<file path="src/design/mmb_pkg.sv">
// shared types and constants for the bounded matrix multiply block
package mmb_pkg;

  localparam int unsigned DEF_MAX_M = 64;
  localparam int unsigned DEF_MAX_K = 64;
  localparam int unsigned DEF_MAX_N = 64;

  localparam int unsigned REG_W   = 7;
  localparam int unsigned IDX_W   = 6;
  localparam int unsigned ELEM_W  = 16;
  localparam int unsigned SUM_W   = 38;
  localparam int unsigned PROD_W  = 32;
  localparam int unsigned CFG_IDX_W = 2;
  localparam int unsigned CMD_W   = 2;

  localparam logic [CMD_W-1:0] CMD_WRITE_A = 2'd0;
  localparam logic [CMD_W-1:0] CMD_WRITE_B = 2'd1;
  localparam logic [CMD_W-1:0] CMD_READ    = 2'd2;
  localparam logic [CMD_W-1:0] CMD_UNUSED  = 2'd3;

  localparam logic [CFG_IDX_W-1:0] REG_ROWS_M  = 2'd0;
  localparam logic [CFG_IDX_W-1:0] REG_INNER_K = 2'd1;
  localparam logic [CFG_IDX_W-1:0] REG_COLS_N  = 2'd2;

  localparam logic [REG_W-1:0] SIZE_RESET = 7'd64;

  typedef struct packed {
    logic [CMD_W-1:0]         command;
    logic [IDX_W-1:0]         row_index;
    logic [IDX_W-1:0]         col_index;
    logic signed [ELEM_W-1:0] elem_value;
  } mmb_in_t;

  typedef struct packed {
    logic signed [SUM_W-1:0] product_sum;
    logic                    in_range;
  } mmb_out_t;

  // classified request passed from the front part to the back part
  typedef struct packed {
    logic                     is_write_a;
    logic                     is_write_b;
    logic                     in_range;
    logic [IDX_W-1:0]         row_index;
    logic [IDX_W-1:0]         col_index;
    logic signed [ELEM_W-1:0] elem_value;
    logic [REG_W:0]           term_count;
  } mmb_job_t;

endpackage

</file>
<file path="src/design/mmb_front.sv">
// front part: accepts requests, bounds-checks them and queues classified jobs
module mmb_front
  import mmb_pkg::*;
#(
  parameter int unsigned MAX_M = DEF_MAX_M,
  parameter int unsigned MAX_K = DEF_MAX_K,
  parameter int unsigned MAX_N = DEF_MAX_N,
  parameter int unsigned QUEUE_DEPTH = 4
) (
  input  logic           clk,
  input  logic           rst,
  input  logic           in_valid,
  output logic           in_stall,
  input  mmb_in_t        in_data,
  input  logic [REG_W-1:0] rows_m,
  input  logic [REG_W-1:0] inner_k,
  input  logic [REG_W-1:0] cols_n,
  output logic           job_valid,
  input  logic           job_take,
  output mmb_job_t       job
);

  localparam int unsigned PTR_W = $clog2(QUEUE_DEPTH);
  // a limit above the largest register value never bites
  localparam int unsigned REG_MAX = (1 << REG_W) - 1;
  localparam logic [REG_W:0] LIM_M = (REG_W+1)'((MAX_M > REG_MAX) ? REG_MAX : MAX_M);
  localparam logic [REG_W:0] LIM_K = (REG_W+1)'((MAX_K > REG_MAX) ? REG_MAX : MAX_K);
  localparam logic [REG_W:0] LIM_N = (REG_W+1)'((MAX_N > REG_MAX) ? REG_MAX : MAX_N);

  mmb_job_t       queue [QUEUE_DEPTH];
  logic [PTR_W-1:0] wr_ptr;
  logic [PTR_W-1:0] rd_ptr;
  logic [PTR_W:0]   fill;

  logic [REG_W:0] m_eff, k_eff, n_eff;
  logic [REG_W:0] row_x, col_x;
  logic           push, pop;
  mmb_job_t       new_job;

  // clamp configured sizes to the built maximum
  always_comb begin
    m_eff = ({1'b0, rows_m}  > LIM_M) ? LIM_M : {1'b0, rows_m};
    k_eff = ({1'b0, inner_k} > LIM_K) ? LIM_K : {1'b0, inner_k};
    n_eff = ({1'b0, cols_n}  > LIM_N) ? LIM_N : {1'b0, cols_n};
    row_x = {2'b00, in_data.row_index};
    col_x = {2'b00, in_data.col_index};
  end

  // classify the incoming request
  always_comb begin
    new_job = '0;
    new_job.row_index  = in_data.row_index;
    new_job.col_index  = in_data.col_index;
    new_job.elem_value = in_data.elem_value;
    new_job.term_count = k_eff;
    case (in_data.command)
      CMD_WRITE_A: new_job.is_write_a = (row_x < m_eff) && (col_x < k_eff);
      CMD_WRITE_B: new_job.is_write_b = (row_x < k_eff) && (col_x < n_eff);
      default:     new_job.in_range   = (row_x < m_eff) && (col_x < n_eff);
    endcase
  end

  assign in_stall  = (fill == (PTR_W+1)'(QUEUE_DEPTH));
  // reads always make a job; dropped writes and unused commands do not
  assign push = in_valid && !in_stall &&
                ((in_data.command == CMD_READ) || new_job.is_write_a || new_job.is_write_b);
  assign job_valid = (fill != '0);
  assign pop  = job_valid && job_take;
  assign job  = queue[rd_ptr];

  // job queue
  always_ff @(posedge clk) begin
    if (push) begin
      queue[wr_ptr] <= new_job;
    end
    if (rst) begin
      wr_ptr <= '0;
      rd_ptr <= '0;
      fill   <= '0;
    end else begin
      if (push) wr_ptr <= wr_ptr + 1'b1;
      if (pop)  rd_ptr <= rd_ptr + 1'b1;
      fill <= fill + (PTR_W+1)'(push) - (PTR_W+1)'(pop);
    end
  end

endmodule

</file>
<file path="config.mk">
export PLATFORM = sky130hd
export DESIGN_NAME = mmb_front
export DESIGN_NICKNAME = d
export VERILOG_FILES = /design/src/design/mmb_pkg.sv /design/src/design/mmb_front.sv
export SDC_FILE = /design/constraint.sdc
export NUM_CORES = 1
export LEC_CHECK = 0
export ABC_AREA = 1
export BUFFER_PORTS_ARGS = -buffer_cell sky130_fd_sc_hd__buf_4
export CORE_MARGIN = 5
export CORE_UTILIZATION = 45
export CTS_CLUSTER_DIAMETER = 40
export DETAILED_ROUTE_END_ITERATION = 10
export PLACE_DENSITY = 0.69
export SLEW_MARGIN = 30
export SYNTH_ARGS = -nofsm -noshare
export SYNTH_HDL_FRONTEND = slang
export SYNTH_SLANG_ARGS = --single-unit
</file>
<file path="constraint.sdc">
create_clock -name clk -period 5.2 [get_ports clk]
set_clock_uncertainty 0.05 [all_clocks]
set_input_delay 0.52 -clock clk [delete_from_list [all_inputs] [get_ports clk]]
set_output_delay 0.52 -clock clk [all_outputs]
set_load 0.02 [all_outputs]
</file>
-- Word level (Yosys, flattened, before mapping)
Memories as Yosys holds them, arrays and structs flattened. A register that Yosys moved wholly into a read port is not among the register bits.
Index checks and enable logic that the tools add are counted.
- output and inout port bits: 41
- memories: 1
- register bits: 7
- bits in writable memories: 152
- word-level logic and storage cells: 40
- input port bits: 55
- memory list (memory ; words ; width ; rd ports ; clocked after Yosys merged registers in ; write ports ; line ; text):
    queue ; 4 ; 38 ; 1 ; 1 ; 1 ; mmb_front.sv:30 ; mmb_job_t queue [QUEUE_DEPTH];
- eq/ne operators: 3
- add/subtract/negate cells: 4
- reduce and logical (&&, ||, !) cells: 12
- order comparisons: 7
- mux-type cells: 10
- operators with widths (kind ; count):
    $lt 6x7->1 ; 4
    $gt 7x7->1 const B ; 3
    $mux 7 ; 3
    $logic_and 1x1->1 ; 6
    $mux 1 ; 5
    $add 2x1->2 const B ; 2
    $mux 2 ; 2
    $add 3x1->3 ; 1
    $eq 3x3->1 const B ; 1
    $reduce_bool 3->1 ; 1
    $sub 3x1->3 ; 1
    $eq 2x1->1 const B ; 1
    $eq 2x2->1 const B ; 1
    $logic_not 2->1 ; 1
    $logic_or 1x1->1 ; 2
    $reduce_or 2->1 ; 1
    $logic_not 1->1 ; 1

-- Logic depth before layout (Yosys ltp)
Gate-level depths: netlist of run 1.
- depth after elaboration: 10
- gate-level depth with buffers: 21
- gate-level depth less buffers: 21

-- Least setup slack after synthesis of run 1
No wires, ideal clock.
- path type: in2reg
- start point: input inner_k[4]
- end point: memory queue[1][0] (netlist name), enable pin
- stages on the path: 13
- data arrival time: 3842 ps
- path slack: 875 ps
- path buffers: 0
- path through: nor2_1 nand2_1 o31ai_1 nand2_1 ha_1 a21o_1 a22oi_1 nand2_1 nor2_2 nand3_2 nand3_4 nand2_2 nor2_1
- cells in the longest elaborated chain, start to end: 10
- RTL lines (element ; line ; text):
    start: declaration ; mmb_front.sv:16 ; input logic [REG_W-1:0] inner_k,
    $gt 7x7->1 ; mmb_front.sv:43 ; k_eff = ({1'b0, inner_k} > LIM_K) ? LIM_K : {1'b0, inner_k};
    $mux 7 (*) ; mmb_front.sv:43 ;
    $lt 6x7->1 ; mmb_front.sv:57 ; CMD_WRITE_A: new_job.is_write_a = (row_x < m_eff) && (col_x < k_eff);
    $logic_and 1x1->1 ; mmb_front.sv:57 ;
    $mux 1 ; mmb_front.sv:56 ; case (in_data.command)
    $logic_or 1x1->1 ; mmb_front.sv:66 ; ((in_data.command == CMD_READ) || new_job.is_write_a || new_job.is_write_b);
    $logic_or 1x1->1 (*) ; mmb_front.sv:66 ;
    $logic_and 1x1->1 (*) ; mmb_front.sv:65 ; assign push = in_valid && !in_stall &&
    $mux 1 (*) ; mmb_front.sv:73 ; if (push) begin
    $mux 1 (not written as such) (*) ; mmb_front.sv:74 ; queue[wr_ptr] <= new_job;
    end: declaration ; mmb_front.sv:30 ;
Every way passes the cells marked *; elsewhere a longest branch is shown, timed or not.

-- Worst setup path in the final report of run 1
- start point: input inner_k[4]
- end point: register fill[2]
- cells in the longest elaborated chain, start to end: 10
- RTL lines (element ; line ; text):
    $gt 7x7->1 ; mmb_front.sv:43 ;
    $mux 7 (*) ; mmb_front.sv:43 ;
    $lt 6x7->1 ; mmb_front.sv:57 ;
    $logic_and 1x1->1 ; mmb_front.sv:57 ;
    $mux 1 ; mmb_front.sv:56 ;
    $logic_or 1x1->1 ; mmb_front.sv:66 ;
    $logic_or 1x1->1 (*) ; mmb_front.sv:66 ;
    $logic_and 1x1->1 (*) ; mmb_front.sv:65 ;
    $add 3x1->3 (*) ; mmb_front.sv:83 ; fill <= fill + (PTR_W+1)'(push) - (PTR_W+1)'(pop);
    $sub 3x1->3 (*) ; mmb_front.sv:83 ;
    end signal: assignment ; mmb_front.sv:83 ;
    end: declaration ; mmb_front.sv:33 ; logic [PTR_W:0] fill;
Marked as above.
A chain may end at the register's enable or synchronous reset.

==> reports/metrics.csv, run 1 <==
stage;metric;value;unit
status;status;completed;
yosys;synth top area cells;edfxtp_1 67%, nor2_1 5.7%, o21ai_0 5.4%, ha_1 4.8%, o22ai_1 3.5%;
detailed_routing;vias post-DR;4497;
setup_path;Top cell by count, worst path;nand2_1;
cells_and_area;Final Net Count;732;
timing;fin crit share;67.30;%
timing;RSZ-0062 raised after global routing;false;
global_route;initial antenna violation count;0;
placed_design;IO Port Bufs;94;
setup_path;Reg2Reg Setup Slack;2.75;ns
placed_design;GPL Wtd Cong;0.7946;
timing;setup slack after layout;1.701;ns
floorplanning;row count;44;
setup_path;worst path bufs/invs;3;
power_and_ir_drop;Static Leak;3.152;nW
min_path;Hold WC Path Type;input pin to flop;
setup_path;crit path DAT;3.75;ns
cells_and_area;Final Util;56.60;%
yosys;Unique masters post-synth;29;
cells_and_area;P&R area growth vs syn;22.42;%
cells_and_area;most frequent cells in the layout;152 x edfxtp_1, 102 x buf_4, 99 x nor2_1, 73 x o21ai_0, 46 x nand2_1;
yosys;number of synthesis warnings;0;
clock_tree;H-tree depth;4;
yosys;Mapped Cells;555;
yosys;sequential fraction of the synthesis area;70.08;%
timing;final setup violation count;0;
clock_tree;Root Driver;clkbuf_16;
floorplanning;Initial Utilization;46.23;%
clock_tree;Post-CTS Setup Repair Bufs;0;
timing;Max Transition Viols Final;0;
setup_path;Critical Path RT;5.45;ns
clock_tree;Longest Clk Path Bufs;2;
detailed_routing;drt drc;0;
setup_path;crit-path max FO;5;
setup_path;Worst Setup EP;fill[2];
setup_path;reg2reg start;fill[1];
floorplanning;Die ar.;17600;um2
timing;Max Clk Rate;285.8;MHz
floorplanning;Ports;96;
timing;Tmin final;3.500;ns
floorplanning;Die Height;132.7;um
clock_tree;later-pin clock latency in the skew report;0.41;ns
placed_design;pre-CTS WS;1.289;ns
cells_and_area;post-route insts no fill;847;
detailed_routing;DR WL/cell;17.28;um
yosys;Syn Std Cell Area;6770;um2
clock_tree;clock sink count;161;
detailed_routing;initial drt markers;356;
global_route;first-pass GRT wire length;23.20;mm
cells_and_area;fillers;1196;
setup_path;critical setup path kind;input pin to flop;
detailed_routing;Antenna Violating Nets Remaining;0;
timing;Worst Tran Pin Value;0.7825;ns
clock_tree;TritonCTS Buffers;17;
setup_path;Worst Setup SP;inner_k[4];
placed_design;DP Wirelength;8.851;mm
yosys;Synth Net Count;637;
global_route;vias in the first global route;4532;
clock_tree;hold buffers post-CTS;0;
cells_and_area;share of layout cells above drive strength 1;22.02;%
timing;Rel. slew slack;47.84;%
detailed_routing;DR pass1 iterations;4;
placed_design;Placed Cells incl. Taps;815;
global_route;total grt overflow;0;
timing;final hold violation count;0;
yosys;top cell type's share of synthesized area;67.42;%
cells_and_area;# diodes;0;
power_and_ir_drop;Worst VDD drop;0.2182;mV
setup_path;Slowest-stage cell, CP;o31ai_1;
timing;setup_tns;0;ns
setup_path;Worst Reg2Reg Path Length in Cells;11;
setup_path;worst r2r dst;fill[2];
detailed_routing;Post-Route WL;14.64;mm
floorplanning;DIE WIDTH;132.7;um
setup_path;critical-path cell list;buf_4 > nor2_1 > nand2_1 > o31ai_1 > nand2_1 > ha_1 > a21oi_1 > o21ai_2 > nand2_1 > nand2_1 > nor2_2 > nand3_2 > nand3_4 > nand2_2 > ha_1 > inv_1 > ha_1 > inv_1 > fa_1 > o21ai_0 > a21oi_1;
yosys;post-synth top area cell;edfxtp_1;
setup_path;kind of cell adding the most delay to the critical path;adder cells;
setup_path;startpoint types;input pin;
yosys;Synth Area per Inst;12.20;um2
detailed_routing;vias per cell;5.309;
clock_tree;clk slew on worst S/H paths;0.06;ns
setup_path;CP Depth;21;
global_route;all-layer global routing usage;16.97;%
power_and_ir_drop;pwr dens;452.0;nW/um2
floorplanning;CORE AREA;14640;um2
setup_path;slowest stage delay, CP;0.44;ns
run;Max Cap Violations;0;
setup_path;Worst setup EP type;flop;
global_route;pin count of the biggest net entering global routing;78;
yosys;Synth Register Bits;161;
cells_and_area;commonest non-fill, non-tap cell in the layout;edfxtp_1;
clock_tree;TritonCTS clock tree;built;
clock_tree;Post-CTS Resized;0;
per-layer routing:
metal	wire (um)	part of all wire (%)	GRT usage, %	vias to the layer above
li1	-	-	-	2178
met1	6331	43	21.03	2184
met2	7231	49	28.76	122
met3	875	6.0	4.860	13
met4	197	1.3	5.600	0
met5	0	0	0	-
sequential cells by signal (all words and copies together), names as in the netlist, named ones only:
register / flops
queue: 152
fill: 3
wr_ptr: 2
rd_ptr: 2
kinds of logic after synthesis:
family / count (synthesis) / synth area share [%]
and+or+nand+nor: 168 / 10.16
adders and majority gates: 27 / 5.101
DFF: 161 / 70.08
buffers and inverters: 60 / 3.493
other: 1 / 0.05539
AOI/OAI and AO/OA: 138 / 11.11
layout make-up:
| cell class | count | area (um2) | share of cell area, % |
|---|---|---|---|
| Clock buffer | 20 | 436.7 | 5.269 |
| Clock inverter | 12 | 165.2 | 1.993 |
| Inverter | 34 | 127.6 | 1.540 |
| Multi-Input combinational cell | 334 | 1817 | 21.92 |
| Sequential cell | 161 | 4746 | 57.26 |
| Tap cell | 184 | 230.2 | 2.778 |
| Timing Repair Buffer | 102 | 765.7 | 9.239 |
power breakdown:
group	leakage (nW)	internal [W]	switching [W]
sequential	1.46	0.00150	0.0000228
combinational	1.41	0.000343	0.000620
clock	0.285	0.000797	0.000464
total	3.15	0.00264	0.00111
through the flow:
| stage | instance area, um2 | hold slack, ns | total power (W) |
|---|---|---|---|
| after global placement | 7686 | 0.3954 | 0.002499 |
| after CTS | 8288 | 0.2035 | 0.003782 |
| after global routing | 8288 | 0.2065 | 0.003931 |
| after detailed placement | 7686 | 0.4128 | 0.002528 |
| final | 8288 | 0.2276 | 0.003746 |
| after floorplan | 6770 | 0.3856 | 0.002122 |
synthesized netlist by cell type (all sizes together):
master and n:
a21o 1, a21oi 14, a22oi 2, and3 3, buf 3, clkbuf 22
conb 1, dfxtp 9, dlygate4sd1 1, edfxtp 152, fa 1, ha 26
inv 34, nand2 49, nand3 8, nor2 106, nor4 1, o21ai 82
o22ai 38, o31ai 1, or2 1
how the worst min path moves through the flow:
stage	startpoint	end	depth (start not counted)
global route	rst	fill[1]	2
global placement	rd_ptr[1]	flop	2
finish	rst	fill[1]	2
CTS	rst	fill[1]	2
floorplan	rd_ptr[1]	flop	2
detailed placement	rd_ptr[1]	rd_ptr[1]	2
Power figures use the tool's default switching activity.
==> run 2: changes to the inputs <==
--- a/config.mk
+++ b/config.mk
@@ -11,7 +11,7 @@
 export CORE_UTILIZATION = 45
 export CTS_CLUSTER_DIAMETER = 40
 export DETAILED_ROUTE_END_ITERATION = 10
-export PLACE_DENSITY = 0.69
+export PLACE_DENSITY = 0.72
 export SLEW_MARGIN = 30
 export SYNTH_ARGS = -nofsm -noshare
 export SYNTH_HDL_FRONTEND = slang
==> constraint.sdc (replaced) <==
create_clock -name clk -period 3.2 [get_ports clk]
set_clock_uncertainty 0.05 [all_clocks]
set_input_delay 0.32 -clock clk [delete_from_list [all_inputs] [get_ports clk]]
set_output_delay 0.32 -clock clk [all_outputs]
set_load 0.02 [all_outputs]
==> run 2 against run 1 <==
Count of clock-buffer cells in the layout decreased by 1. Sequential cell count unchanged. Critical path depth down 1. Critical path type unchanged. Largest power group unchanged. Clock power rose by 55%. Sequential power up 64%. Cell count rose by 1.9%. Design area rose by 2.4%. Non-clock buffer count is 16 higher. Core utilization is 1.3 points higher.
==> reports/metrics.csv, run 2 (synthesis results as in run 1) <==
stage;metric;value;unit;change
clock_tree;Root Driver;clkbuf_16;;unchanged
cells_and_area;P&R area growth vs syn;25.30;%;was 22.42%
timing;hold_ws;0.04416;ns;was 0.2276 ns
power_and_ir_drop;Int Pwr;0.004179;W;was 0.002639 W
floorplanning;DIE WIDTH;132.7;um;unchanged
placed_design;GPL Wtd Cong;0.8623;;was 0.7946
timing;Max Transition Viols Final;0;;unchanged
clock_tree;TritonCTS Buffers;17;;unchanged
min_path;HP Start;in_data[7];;was rst
floorplanning;Die Height;132.7;um;unchanged
floorplanning;Die ar.;17600;um2;unchanged
detailed_routing;DR WL/cell;17.23;um;was 17.28 um
timing;Tmin final;2.952;ns;
power_and_ir_drop;Worst VDD drop;0.3962;mV;was 0.2182 mV
placed_design;Post-DP Area;7891;um2;was 7686 um2
cells_and_area;Seq. cell area;4746;um2;unchanged
setup_path;kind of cell adding the most delay to the critical path;simple AND/OR/NAND/NOR gates;;was adder cells
detailed_routing;vias post-DR;4608;;was 4497
run;Max Cap Violations;0;;unchanged
detailed_routing;vias per cell;5.340;;was 5.309
timing;setup slack after layout;0.2483;ns;was 1.701 ns
timing;Rel. slew slack;59.37;%;was 47.84%
global_route;pin count of the biggest net entering global routing;61;;was 78
placed_design;pre-CTS WS;-0.2600;ns;was 1.289 ns
setup_path;reg2reg start;fill[1];;unchanged
global_route;vias in the first global route;4686;;was 4532
setup_path;Worst setup EP type;flop;;unchanged
global_route;all-layer global routing usage;17.14;%;was 16.97%
detailed_routing;DR pass1 iterations;6;;was 4
placed_design;DP Wirelength;9.494;mm;was 8.851 mm
clock_tree;Longest Clk Path Bufs;2;;unchanged
timing;Max Clk Rate;338.8;MHz;
setup_path;Top cell by count, worst path;nand2_1;;unchanged
detailed_routing;drt drc;0;;unchanged
cells_and_area;fillers;1162;;was 1196
setup_path;worst path bufs/invs;3;;unchanged
timing;RSZ-0062 raised after global routing;false;;unchanged
cells_and_area;multi-input logic area;1833;um2;was 1817 um2
timing;final hold violation count;0;;unchanged
power_and_ir_drop;Pwr Total;0.006046;W;was 0.003746 W
power_and_ir_drop;Clock Power Share;32.2;%;was 33.7%
min_path;Hold WC Path Type;input pin to flop;;unchanged
cells_and_area;Top reg by flops;queue;;unchanged
setup_path;Critical Path RT;3.46;ns;was 5.45 ns
power_and_ir_drop;pwr dens;712.7;nW/um2;was 452.0 nW/um2
cells_and_area;most frequent cells in the layout;152 x edfxtp_1, 110 x buf_4, 98 x nor2_1, 73 x o21ai_0, 46 x nand2_1;;was 152 x edfxtp_1, 102 x buf_4, 99 x nor2_1, 73 x o21ai_0, 46 x nand2_1
power_and_ir_drop;Sw Share;30.89;%;was 29.55%
cells_and_area;Largest regs;queue x152, fill x3;;unchanged
power_and_ir_drop;Psw;0.001868;W;was 0.001107 W
floorplanning;Ports;96;;unchanged
setup_path;Slowest-stage cell, CP;fa_1;;was o31ai_1
clock_tree;TritonCTS clock tree;built;;unchanged
detailed_routing;Post-Route WL;14.87;mm;was 14.64 mm
cells_and_area;# diodes;0;;unchanged
setup_path;startpoint types;input pin;;unchanged
clock_tree;Post-CTS Setup Repair Bufs;0;;unchanged
floorplanning;row count;44;;unchanged
timing;Worst Tran Pin Value;0.6087;ns;was 0.7825 ns
clock_tree;clock sink count;161;;unchanged
clock_tree;clk slew on worst S/H paths;0.06;ns;about the same
timing;fin crit share;92.24;%;
cells_and_area;max reg flops;152;;unchanged
setup_path;crit-path max FO;5;;unchanged
power_and_ir_drop;combinational share of power;26.5;%;was 25.7%
status;status;completed;;unchanged
floorplanning;Initial Utilization;46.23;%;unchanged
global_route;initial antenna violation count;0;;unchanged
cells_and_area;fin area;8483;um2;was 8288 um2
timing;final setup violation count;0;;unchanged
power_and_ir_drop;Static Leak;3.236;nW;was 3.152 nW
setup_path;Worst Setup SP;cols_n[2];;was inner_k[4]
global_route;total grt overflow;0;;unchanged
setup_path;critical setup path kind;input pin to flop;;unchanged
global_route;first-pass GRT wire length;23.46;mm;was 23.20 mm
setup_path;slowest stage delay, CP;0.37;ns;was 0.44 ns
cells_and_area;commonest non-fill, non-tap cell in the layout;edfxtp_1;;unchanged
floorplanning;CORE AREA;14640;um2;unchanged
placed_design;IO Port Bufs;94;;unchanged
cells_and_area;share of layout cells above drive strength 1;24.15;%;was 22.02%
clock_tree;later-pin clock latency in the skew report;0.42;ns;was 0.41 ns
setup_path;critical-path cell list;buf_4 > nor4_1 > nand2_1 > nand2_1 > nand2_1 > ha_1 > a21oi_1 > o21ai_1 > nand2_1 > and3_1 > nand2_2 > nand3_4 > nand2_2 > ha_1 > inv_1 > ha_1 > inv_1 > fa_1 > o21ai_0 > a21oi_1;;was buf_4 > nor2_1 > nand2_1 > o31ai_1 > nand2_1 > ha_1 > a21oi_1 > o21ai_2 > nand2_1 > nand2_1 > nor2_2 > nand3_2 > nand3_4 > nand2_2 > ha_1 > inv_1 > ha_1 > inv_1 > fa_1 > o21ai_0 > a21oi_1
clock_tree;H-tree depth;4;;unchanged
cells_and_area;Final Net Count;748;;was 732
power_and_ir_drop;Sequential Power Share;41.2;%;was 40.6%
setup_path;crit path DAT;3.21;ns;was 3.75 ns
detailed_routing;initial drt markers;337;;was 356
detailed_routing;Antenna Violating Nets Remaining;0;;unchanged
## run 2: changes by cell type in the layout (fill, tap and decap cells not counted), sizes merged
cell / delta
buf: +15
bufinv: -2
inv: +2
clkbuf: -1
clkinvlp: +1
dlygate4sd3: +1
## run 2: worst register-to-register path, delay by kind of cell (launching register included)
kind | cells | cell delay (ns)
and+or+nand+nor | 4 | 0.59
adders and majority gates | 3 | 0.80
buffers and inverters | 2 | 0.10
AOI/OAI and AO/OA | 2 | 0.24
DFF | 1 | 0.39
## run 2: final timing paths
kind	endpoint	slack, ns	depth (start not counted)
min	queue[1][14]	0.04	1
max	fill[2]	0.25	20
max reg2reg	fill[2]	0.92	11
min reg2reg	rd_ptr[1]	0.42	2
## run 2: power by group through the flow
stage | logic, W | clock network, W | registers, W
5_1_grt | 0.00175 | 0.00207 | 0.00250
3_3_place_gp | 0.00157 | 0 | 0.00253
4_1_cts | 0.00162 | 0.00198 | 0.00250
3_5_place_dp | 0.00162 | 0 | 0.00254
2_1_floorplan | 0.000936 | 0 | 0.00251
6_report | 0.00160 | 0.00195 | 0.00249
## run 2: stage by stage
stage	std cells	utilization [%]	TNS [ns]
floorplan	555	-	-28.98
global placement	830	53.89	-0.2252
detailed placement	830	53.89	-0.4380
CTS	863	57.85	0
global route	863	57.93	0
finish	863	57.93	0
## run 2: layout make-up
type / instances / share of cell area (%)
Tap cell: 184 / 2.714
Timing Repair Buffer: 118 / 11.50
Clock buffer: 19 / 5.103
Clock inverter: 13 / 1.622
Sequential cell: 161 / 55.94
Inverter: 34 / 1.504
Multi-Input combinational cell: 334 / 21.61
## run 2: timing repair
item                       CTS  global route
hold endpoints to repair     1             0
setup endpoints to repair    0             1
hold buffers                 1             0
gates resized for setup      0             2
## run 2: layer usage
layer  GRT usage, %  wire [um]
met5              0          0
met4          5.658        150
met3          4.973        910
met2          29.30       7418
met1          20.95       6387
